[src/hw/rtl/vpv_pkg.sv]
`timescale 1ns / 1ps

package vpv_pkg;

    localparam int MAX_PATH = 256;
    localparam int CNT_W    = $clog2(MAX_PATH + 1);
    localparam int CAP_W    = 9;
    localparam int CMP_W    = (CNT_W > CAP_W) ? CNT_W : CAP_W;

    localparam logic [CAP_W-1:0] CAP_RESET = CAP_W'(256);

    localparam logic [1:0] STATUS_OK      = 2'd0;
    localparam logic [1:0] STATUS_INVALID = 2'd1;
    localparam logic [1:0] STATUS_RANGE   = 2'd2;

    localparam logic [1:0] PH_VOLUME = 2'd0;
    localparam logic [1:0] PH_SLASH  = 2'd1;
    localparam logic [1:0] PH_COMP   = 2'd2;

    localparam logic [4:0] VOL_SAT = 5'd16;

    localparam logic [1:0] CLASS_TWO   = 2'd1;
    localparam logic [1:0] CLASS_THREE = 2'd2;
    localparam logic [1:0] CLASS_FOUR  = 2'd3;

    typedef struct packed {
        logic [7:0] path_byte;
        logic       last_byte;
    } in_item_t;

    typedef struct packed {
        logic [1:0] status;
        logic [7:0] canonical_length;
    } out_item_t;

    typedef struct packed {
        logic [CNT_W-1:0] byte_count;
        logic [4:0]       volume_length;
        logic [1:0]       parse_phase;
        logic [1:0]       component_length;
        logic             component_all_dots;
        logic [1:0]       utf8_pending;
        logic [20:0]      utf8_value;
        logic [1:0]       utf8_min_class;
        logic             error_seen;
    } path_state_t;

    function automatic path_state_t path_reset();
        path_state_t s;
        s.byte_count         = '0;
        s.volume_length      = '0;
        s.parse_phase        = PH_VOLUME;
        s.component_length   = '0;
        s.component_all_dots = 1'b1;
        s.utf8_pending       = '0;
        s.utf8_value         = '0;
        s.utf8_min_class     = '0;
        s.error_seen         = 1'b0;
        return s;
    endfunction

endpackage

[src/hw/rtl/vpv_step.sv]
`timescale 1ns / 1ps

module vpv_step
    import vpv_pkg::*;
(
    input  path_state_t      state,
    input  in_item_t         item,
    input  logic [CAP_W-1:0] capacity_limit,
    output path_state_t      state_next,
    output out_item_t        verdict
);

    logic [7:0]       c;
    logic             is_slash;
    logic             vol_char;
    logic             forbidden;
    logic             drop_slash;
    logic             cont_ok;
    logic [20:0]      shifted;
    logic [20:0]      minimum;
    logic             cp_bad;
    logic [CNT_W-1:0] count;
    logic [CNT_W-1:0] length;
    logic             out_of_range;
    path_state_t      s;

    assign c        = item.path_byte;
    assign is_slash = (c == 8'h2F);
    assign vol_char = (c >= 8'h61 && c <= 8'h7A) || (c >= 8'h30 && c <= 8'h39)
                      || (c == 8'h2D);
    // Control characters, DEL and \ : * ? " < > |
    assign forbidden = (c < 8'h20) || (c == 8'h7F) || (c == 8'h5C) || (c == 8'h3A)
                       || (c == 8'h2A) || (c == 8'h3F) || (c == 8'h22) || (c == 8'h3C)
                       || (c == 8'h3E) || (c == 8'h7C);
    assign cont_ok  = (c[7:6] == 2'b10);
    assign shifted  = {state.utf8_value[14:0], c[5:0]};
    assign minimum  = (state.utf8_min_class == CLASS_TWO)   ? 21'h80 :
                      (state.utf8_min_class == CLASS_THREE) ? 21'h800 : 21'h10000;
    assign cp_bad   = (shifted < minimum) || (shifted > 21'h10FFFF)
                      || (shifted >= 21'hD800 && shifted <= 21'hDFFF);

    always_comb
    begin
        s          = state;
        drop_slash = 1'b0;
        if (state.byte_count < CNT_W'(MAX_PATH))
        begin
            s.byte_count = state.byte_count + CNT_W'(1);
        end

        case (state.parse_phase)
            PH_VOLUME:
            begin
                if (c == 8'h3A)
                begin
                    if (state.volume_length == 5'd0 || state.volume_length >= VOL_SAT)
                    begin
                        s.error_seen = 1'b1;
                    end
                    s.parse_phase = PH_SLASH;
                end
                else
                begin
                    if (!vol_char)
                    begin
                        s.error_seen = 1'b1;
                    end
                    if (state.volume_length < VOL_SAT)
                    begin
                        s.volume_length = state.volume_length + 5'd1;
                    end
                end
                if (item.last_byte)
                begin
                    s.error_seen = 1'b1;
                end
            end
            PH_SLASH:
            begin
                if (!is_slash)
                begin
                    s.error_seen = 1'b1;
                end
                s.parse_phase = PH_COMP;
            end
            PH_COMP:
            begin
                if (is_slash)
                begin
                    if (state.utf8_pending != 2'd0 || state.component_length == 2'd0
                        || ((state.component_length == 2'd1 || state.component_length == 2'd2)
                            && state.component_all_dots))
                    begin
                        s.error_seen = 1'b1;
                    end
                    s.component_length   = '0;
                    s.component_all_dots = 1'b1;
                    s.utf8_pending       = '0;
                    s.utf8_value         = '0;
                    s.utf8_min_class     = '0;
                    drop_slash           = item.last_byte;
                end
                else
                begin
                    if (state.component_length != 2'd3)
                    begin
                        s.component_length = state.component_length + 2'd1;
                    end
                    if (c != 8'h2E)
                    begin
                        s.component_all_dots = 1'b0;
                    end
                    if (state.utf8_pending != 2'd0)
                    begin
                        if (!cont_ok)
                        begin
                            s.error_seen   = 1'b1;
                            s.utf8_pending = '0;
                        end
                        else
                        begin
                            s.utf8_value   = shifted;
                            s.utf8_pending = state.utf8_pending - 2'd1;
                            if (state.utf8_pending == 2'd1 && cp_bad)
                            begin
                                s.error_seen = 1'b1;
                            end
                        end
                    end
                    else if (c < 8'h80)
                    begin
                        if (forbidden)
                        begin
                            s.error_seen = 1'b1;
                        end
                    end
                    else if (c >= 8'hC2 && c <= 8'hDF)
                    begin
                        s.utf8_pending   = 2'd1;
                        s.utf8_value     = {16'd0, c[4:0]};
                        s.utf8_min_class = CLASS_TWO;
                    end
                    else if (c >= 8'hE0 && c <= 8'hEF)
                    begin
                        s.utf8_pending   = 2'd2;
                        s.utf8_value     = {17'd0, c[3:0]};
                        s.utf8_min_class = CLASS_THREE;
                    end
                    else if (c >= 8'hF0 && c <= 8'hF4)
                    begin
                        s.utf8_pending   = 2'd3;
                        s.utf8_value     = {18'd0, c[2:0]};
                        s.utf8_min_class = CLASS_FOUR;
                    end
                    else
                    begin
                        s.error_seen = 1'b1;
                    end
                    // The last byte closes the final component.
                    if (item.last_byte)
                    begin
                        if (s.utf8_pending != 2'd0
                            || ((s.component_length == 2'd1 || s.component_length == 2'd2)
                                && s.component_all_dots))
                        begin
                            s.error_seen = 1'b1;
                        end
                    end
                end
            end
            default:
            begin
                s.error_seen = 1'b1;
            end
        endcase
    end

    assign count        = s.byte_count;
    assign length       = drop_slash ? (count - CNT_W'(1)) : count;
    assign out_of_range = (count >= CNT_W'(MAX_PATH))
                          || (CMP_W'(count) >= CMP_W'(capacity_limit));

    always_comb
    begin
        if (out_of_range)
        begin
            verdict.status           = STATUS_RANGE;
            verdict.canonical_length = '0;
        end
        else if (s.error_seen)
        begin
            verdict.status           = STATUS_INVALID;
            verdict.canonical_length = '0;
        end
        else
        begin
            verdict.status           = STATUS_OK;
            verdict.canonical_length = length[7:0];
        end
    end

    assign state_next = item.last_byte ? path_reset() : s;

endmodule

[src/hw/rtl/volume_path_validator.sv]
// out_valid rises when a path's last byte leaves the input register and its verdict loads the output register.
// Throughput: one byte per cycle, sustained under no output stall.
// A byte sits in the input register, then one pass of parser logic updates the path
// state and, on the last byte, loads the output register.
// Reset clears the path state and both valid flags; capacity_limit returns to 256.
`timescale 1ns / 1ps

module volume_path_validator
    import vpv_pkg::*;
(
    input  logic             clk,
    input  logic             rst_n,
    input  logic             in_valid,
    output logic             in_ready,
    input  in_item_t         in_data,
    output logic             out_valid,
    input  logic             out_ready,
    output out_item_t        out_data,
    input  logic             cfg_wr_en,
    input  logic [CAP_W-1:0] cfg_wr_data
);

    logic             in_valid_reg;
    in_item_t         in_item_reg;
    logic             out_valid_reg;
    out_item_t        out_item_reg;
    logic [CAP_W-1:0] cap_reg;
    path_state_t      state_reg;
    path_state_t      state_next;
    out_item_t        verdict;
    logic             advance;
    logic             out_free;

    assign out_free = !out_valid_reg || out_ready;
    // A byte that carries no verdict never waits for the output side.
    assign advance  = in_valid_reg && (!in_item_reg.last_byte || out_free);
    assign in_ready = !in_valid_reg || advance;

    vpv_step u_step (
        .state          (state_reg),
        .item           (in_item_reg),
        .capacity_limit (cap_reg),
        .state_next     (state_next),
        .verdict        (verdict)
    );

    always_ff @(posedge clk or negedge rst_n)
    begin
        if (!rst_n)
        begin
            in_valid_reg  <= 1'b0;
            out_valid_reg <= 1'b0;
            cap_reg       <= CAP_RESET;
            state_reg     <= path_reset();
        end
        else
        begin
            if (cfg_wr_en)
            begin
                cap_reg <= cfg_wr_data;
            end
            if (in_ready)
            begin
                in_valid_reg <= in_valid;
            end
            if (advance)
            begin
                state_reg <= state_next;
            end
            if (advance && in_item_reg.last_byte)
            begin
                out_valid_reg <= 1'b1;
            end
            else if (out_ready)
            begin
                out_valid_reg <= 1'b0;
            end
        end
    end

    always_ff @(posedge clk)
    begin
        if (in_ready && in_valid)
        begin
            in_item_reg <= in_data;
        end
        if (advance && in_item_reg.last_byte)
        begin
            out_item_reg <= verdict;
        end
    end

    assign out_valid = out_valid_reg;
    assign out_data  = out_item_reg;

`ifndef SYNTH
    a_clear_after_last: assert property (@(posedge clk) disable iff (!rst_n)
        advance && in_item_reg.last_byte |=>
            state_reg.parse_phase == PH_VOLUME && state_reg.byte_count == '0)
        else $error("path state not cleared after the last byte");

    a_count_bound: assert property (@(posedge clk) disable iff (!rst_n)
        state_reg.byte_count <= CNT_W'(MAX_PATH))
        else $error("byte count beyond the path limit");

    a_zero_len_on_fail: assert property (@(posedge clk) disable iff (!rst_n)
        out_valid_reg && out_item_reg.status != STATUS_OK |->
            out_item_reg.canonical_length == 8'd0)
        else $error("failed verdict carries a length");

    a_status_code: assert property (@(posedge clk) disable iff (!rst_n)
        out_valid_reg |-> out_item_reg.status == STATUS_OK
            || out_item_reg.status == STATUS_INVALID || out_item_reg.status == STATUS_RANGE)
        else $error("undefined status code");

    a_no_overwrite: assert property (@(posedge clk) disable iff (!rst_n)
        out_valid_reg && !out_ready |-> !(advance && in_item_reg.last_byte))
        else $error("pending verdict overwritten");
`endif

endmodule

[config.mk]
export PLATFORM = sky130hd
export DESIGN_NAME = volume_path_validator
export DESIGN_NICKNAME = d
export VERILOG_FILES = /design/src/hw/rtl/vpv_pkg.sv /design/src/hw/rtl/vpv_step.sv /design/src/hw/rtl/volume_path_validator.sv
export SDC_FILE = /design/constraint.sdc
export NUM_CORES = 1
export LEC_CHECK = 0
export BUFFER_PORTS_ARGS = -buffer_cell sky130_fd_sc_hd__buf_2
export CAP_MARGIN = 20
export CORE_ASPECT_RATIO = 0.5
export CORE_MARGIN = 4
export CORE_UTILIZATION = 55
export DETAILED_ROUTE_END_ITERATION = 6
export GPL_ROUTABILITY_DRIVEN = 0
export PLACE_DENSITY_LB_ADDON = 0.15
export SYNTH_ARGS = -nofsm -noshare
export SYNTH_HDL_FRONTEND = slang
export SYNTH_HIERARCHICAL = 1
export SYNTH_SLANG_ARGS = --single-unit
[constraint.sdc]
create_clock -name clk -period 3.1 [get_ports clk]
set_input_delay 0.155 -clock clk [delete_from_list [all_inputs] [get_ports clk]]
set_output_delay 0.155 -clock clk [all_outputs]
set_load 0.02 [all_outputs]
-- Word-level counts from Yosys, hierarchy flattened
Index checks and enable logic that the tools add are counted.
- register bits after elaboration: 69
- input port bits: 23
- output and inout port bits: 12
- word-level logic and storage cells: 177
- add/subtract/negate cells: 5
- order comparisons: 21
- equality and inequality tests: 29
- mux-type cells: 50
- reductions and logical operators: 56
- operators with widths (operator ; count):
    2-to-1 mux 25 bit ; 4
    2-to-1 mux 23 bit ; 3
    equality test 8 x 6 -> 1 bit (second input constant) ; 8
    2-to-1 mux 45 bit ; 1
    2-to-1 mux 21 bit ; 2
    2-to-1 mux 29 bit ; 1
    2-to-1 mux 28 bit ; 1
    equality test 8 x 7 -> 1 bit (second input constant) ; 3
    greater-or-equal comparator 8 bit (second input constant) ; 3
    <= comparator 8 bit (second input constant) ; 3
    logical OR 1 bit ; 23
    2-to-1 mux 1 bit ; 23
    greater-or-equal comparator 21 x 16 -> 1 bit (second input constant) ; 1
    greater-than comparator 21 bit (second input constant) ; 1
    <= comparator 21 x 16 -> 1 bit (second input constant) ; 1
    less-than comparator 21 bit ; 1
    2-to-1 mux 9 bit ; 2
    2-to-1 mux 17 bit ; 1
    2-to-1 mux 5 bit ; 3
    logical AND 1 bit ; 12
    2-to-1 mux 2 bit ; 6
    nonzero test 2 bit ; 6
    equality test 2 x 1 -> 1 bit (second input constant) ; 5
    equality test 2 bit (second input constant) ; 5
    34 further kinds ; 42

-- Depth between registers and ports, before layout
- word-level depth: 18
- mapped depth: 13
- gate-level depth less buffers: 11

-- Hierarchy
Netlist, hierarchy kept.
- by module, submodules not included (module ; times used ; cells an instance ; area each (um^2) ; sequential area each (um^2)):
    volume_path_validator ; 1 ; 304 ; 3707.3 ; 1974.4
    vpv_step ; 1 ; 342 ; 2278.4 ; 0.0

-- Worst setup path before layout
OpenSTA, ideal clock, no wires.
- kind: register -> register
- start point: register state_reg[44] (netlist name)
- end point: register out_item_reg (netlist bit out_data[2]) (data pin)
- setup time: 0.184 ns
- arrival time: 3.014 ns
- data required time: 2.916 ns
- setup slack: -0.098 ns
- stages on the path, launching flop included: 14
- buffers on the path: 3
- period minus slack after synthesis: 3.198 ns
- cells stage by stage: dfrtp_1 clkbuf_1 and4b_1 clkbuf_1 nand3_1 xor2_1 inv_1 ha_1 a21o_1 a211oi_1 nor2_1 or4_1 buf_2 a2111oi_4
- cells in the longest elaborated chain, start to end: 5
- elaborated cells between the ends (all ways): 9
- classes of those cells: add/sub: 2; order compare: 3; mux: 2; reduce/logical: 2
- ends and longest elaborated chain (element ; RTL line ; text):
    start: declaration ; volume_path_validator.sv:28 ; path_state_t state_reg;
    start signal: assignment ; volume_path_validator.sv:54 ; state_reg <= path_reset();
    start signal: assignment ; volume_path_validator.sv:68 ; state_reg <= state_next;
    adder 9 x 1 -> 9 bit or less-than comparator 9 bit (tied branches) ; vpv_step.sv:48, vpv_step.sv:46 ;
    2-to-1 mux 9 bit (*) ; vpv_step.sv:46 ; if (state.byte_count < CNT_W'(MAX_PATH))
    greater-or-equal comparator 9 bit, on equally long branches ; vpv_step.sv:180, vpv_step.sv:181 ;
    logical OR 1 bit (*) ; vpv_step.sv:181 ; || (CMP_W'(count) >= CMP_W'(capacity_limit));
    via u_step.out_of_range ; vpv_step.sv:24 ; logic out_of_range;
    OR reduction 2 bit (no source line) (*) ; n/a ;
    end signal: assignment ; volume_path_validator.sv:89 ; out_item_reg <= verdict;
    end: declaration ; volume_path_validator.sv:26 ; out_item_t out_item_reg;
The timed path passes the listed nets; every way through them passes the cells marked *.
A chain may end at the register's enable or synchronous reset.

-- Worst setup path after layout
- start point: register state_reg[36] (netlist name)
- end point: register out_item_reg (netlist bit out_data[2]) (data pin)
- cells in the longest elaborated chain, start to end: 5
- elaborated cells between the ends (all ways): 9
- classes of those cells: add/sub: 2; order compare: 3; mux: 2; reduce/logical: 2
- ends and longest elaborated chain (element ; RTL line):
    adder 9 x 1 -> 9 bit or less-than comparator 9 bit (tied branches) ; vpv_step.sv:48, vpv_step.sv:46
    2-to-1 mux 9 bit (*) ; vpv_step.sv:46
    greater-or-equal comparator 9 bit, on equally long branches ; vpv_step.sv:180, vpv_step.sv:181
    logical OR 1 bit ; vpv_step.sv:181
    OR reduction 2 bit (no source line) ; n/a
Every way passes the cells marked *; elsewhere a longest branch is shown, timed or not.

==> results.cfg <==
[global_routing]
track_usage_pct = 23.1
overflow = 0
antenna_found_initial = 0
grt_max_degree = 83
grt_pass1_vias = 4442
grt_pass1_wl_um = 21800

[layout]
final_common_cell = nand2_1
antenna_cells = 0
largest_reg_flops = 39
areaGrowthSynthToFinish_pct = 12.2
final_cell_area_mm2 = 0.00619
mostFrequentLayoutCells = nand2_1 (59), nand2b_1 (47), dfrtp_1 (46)
drive_gt1_share_pct = 23.5
fin_nets = 666

[outcome]
status = finished clean

[die]
rows = 25
die_w_um = 150
die_y_um = 78.8
ios = 35
initial_utilization_pct = 57.5
dieArea_mm2 = 0.0118
core-area_mm2 = 0.00960

[worst_setup_path]
reg2regPathDepth = 11
crit_chain = buf_4 -> and4b_1 -> nand3_2 -> xor2_2 -> inv_1 -> ha_1 -> a21o_1 -> a211oi_1 -> nor2_1 -> or4_4 -> a2111oi_4
critPathMaxStageDelay_ps = 550
path_max_fanout = 5
crit-reg2reg-capture = out_data[2]$_DFFE_PP_
crit_path_start_kind = flip-flop
cp.required_ps = 3250
critical-path-top-delay-family = simple AND/OR/NAND/NOR gates
critPathArrivalTime_ps = 3160
r2r_start = state_reg[36]$_DFFE_PN0P_
slowest_stage = or4_4
crit_buf_inv = 2
r2r_setup_slack_ps = 90
endpoint_kind = flip-flop
crit_type = reg -> reg

[clock_tree]
clock_latency_ps = 340
clockBufferDepth = 2
clkTransAtPathRegs_ps = 60
root_buffer = clkbuf_16
numCtsBuffers = 9
cts_tree = yes
cts_sinks = 69
ctsHtreeMaxLevel = 3

[timing]
slew_violations = 0
setup_viol = 0
setup_slack_ps = 85.3
post-route-period-util_pct = 97.2
clock_skew_ps = 4.88
tightest_slew_ps = 821
whs_ps = 11.2
max_freq_mhz = 332
final_hold_viol_count = 0
period_minus_slack_ps = 3010
max_slew_margin_pct = 45.1

[route]
drt-initial-drc-count = 380
ant_nets = 0
remaining_drc_errors = 0
dr.pass1.iters = 5
vias_per_cell = 6.08
post_drt_wl_per_cell_um = 17.1
wl_um = 13000
routed-via-count = 4617

[pwr]
ir_drop_uv = 288
p_switching_uw = 783
share_comb_of_total_power_pct = 20.5
power_density_mw_per_mm2 = 426
p_leak_nw = 2.69
p_int_mw = 1.85
p_sw_share_pct = 29.7
pwr-share-seq_pct = 41.0
pwr-share-clk_pct = 38.5

[job]
max_cap_violations = 0

[placed_design]
dpl.hpwl_um = 8230
port_buffers = 34
place_ws_ps = 5.52
post_dp_cell_area_mm2 = 0.00573

[synthesis]
netlist_instances = 598
netlist_area_mm2 = 0.00552
synth_nets = 643
ys_warn_count = 6
syn_area_per_cell_um2 = 9.23

[min_path]
hp-start = in_data[6]
min_path_type = in -> reg
holdPathStages = 1
worstHoldEndpoint = in_item_reg[6]$_DFFE_PP_
[what timing repair did]
item,4_1_cts,5_1_grt
setup buffers,0,2
pin swaps,0,2
resized for setup,1,9
cloned,0,1
setup endpoints to repair,1,9
endpoints found under the hold margin,7,15
hold buffers,7,1
[area by class of cell]
| type | count | area (µm²) |
|---|---|---|
| Fill cell | 792 | 3410 |
| Multi-Input combinational cell | 444 | 3330 |
| Sequential cell | 69 | 1830 |
| Timing Repair Buffer | 67 | 463 |
| Clock buffer | 9 | 225 |
| Tap cell | 135 | 169 |
| Inverter | 30 | 113 |
| Clock inverter | 6 | 65.1 |
[per-layer routing]
layer / vias up / track usage (%) / routed length [µm]
met5: - / 0 / 0
met4: 0 / 5.29 / 124
met3: 13 / 5.36 / 668
met2: 116 / 38.3 / 6020
met1: 2267 / 30.9 / 6160
li1: 2221 / - / -
[metrics by stage]
step	power (mW)	std cells	util, %	setup TNS (ps)
2_1_floorplan	1.45	598	-	0
3_3_place_gp	1.58	733	59.6	0
3_5_place_dp	1.59	733	59.6	0
4_1_cts	2.62	755	63.4	0
5_1_grt	2.78	760	64.4	-69.6
6_report	2.64	760	64.4	0
[power by group through the flow]
| stage | Combinational, mW | Clock (mW) | Sequential [mW] |
|---|---|---|---|
| 2_1_floorplan | 0.374 | 0 | 1.08 |
| 3_3_place_gp | 0.491 | 0 | 1.09 |
| 3_5_place_dp | 0.500 | 0 | 1.09 |
| 4_1_cts | 0.512 | 1.03 | 1.08 |
| 5_1_grt | 0.600 | 1.09 | 1.09 |
| 6_report | 0.539 | 1.02 | 1.08 |
[worst max-delay path by stage]
stage                                          from               endpoint  slack [ps]  depth (start not counted)
final                     state_reg[36]$_DFFE_PN0P_  out_data[2]$_DFFE_PP_          90                         11
after global routing      state_reg[36]$_DFFE_PN0P_  out_data[2]$_DFFE_PP_         -20                         11
after CTS                 state_reg[37]$_DFFE_PN0P_  out_data[2]$_DFFE_PP_         140                         10
after detailed placement  state_reg[37]$_DFFE_PN0P_  out_data[2]$_DFFE_PP_           6                         10
after global placement    state_reg[37]$_DFFE_PN0P_  out_data[2]$_DFFE_PP_          50                         10
after floorplan           state_reg[44]$_DFFE_PN0P_  out_data[2]$_DFFE_PP_          10                         13
No activity file was read; power rests on OpenSTA's default activity.
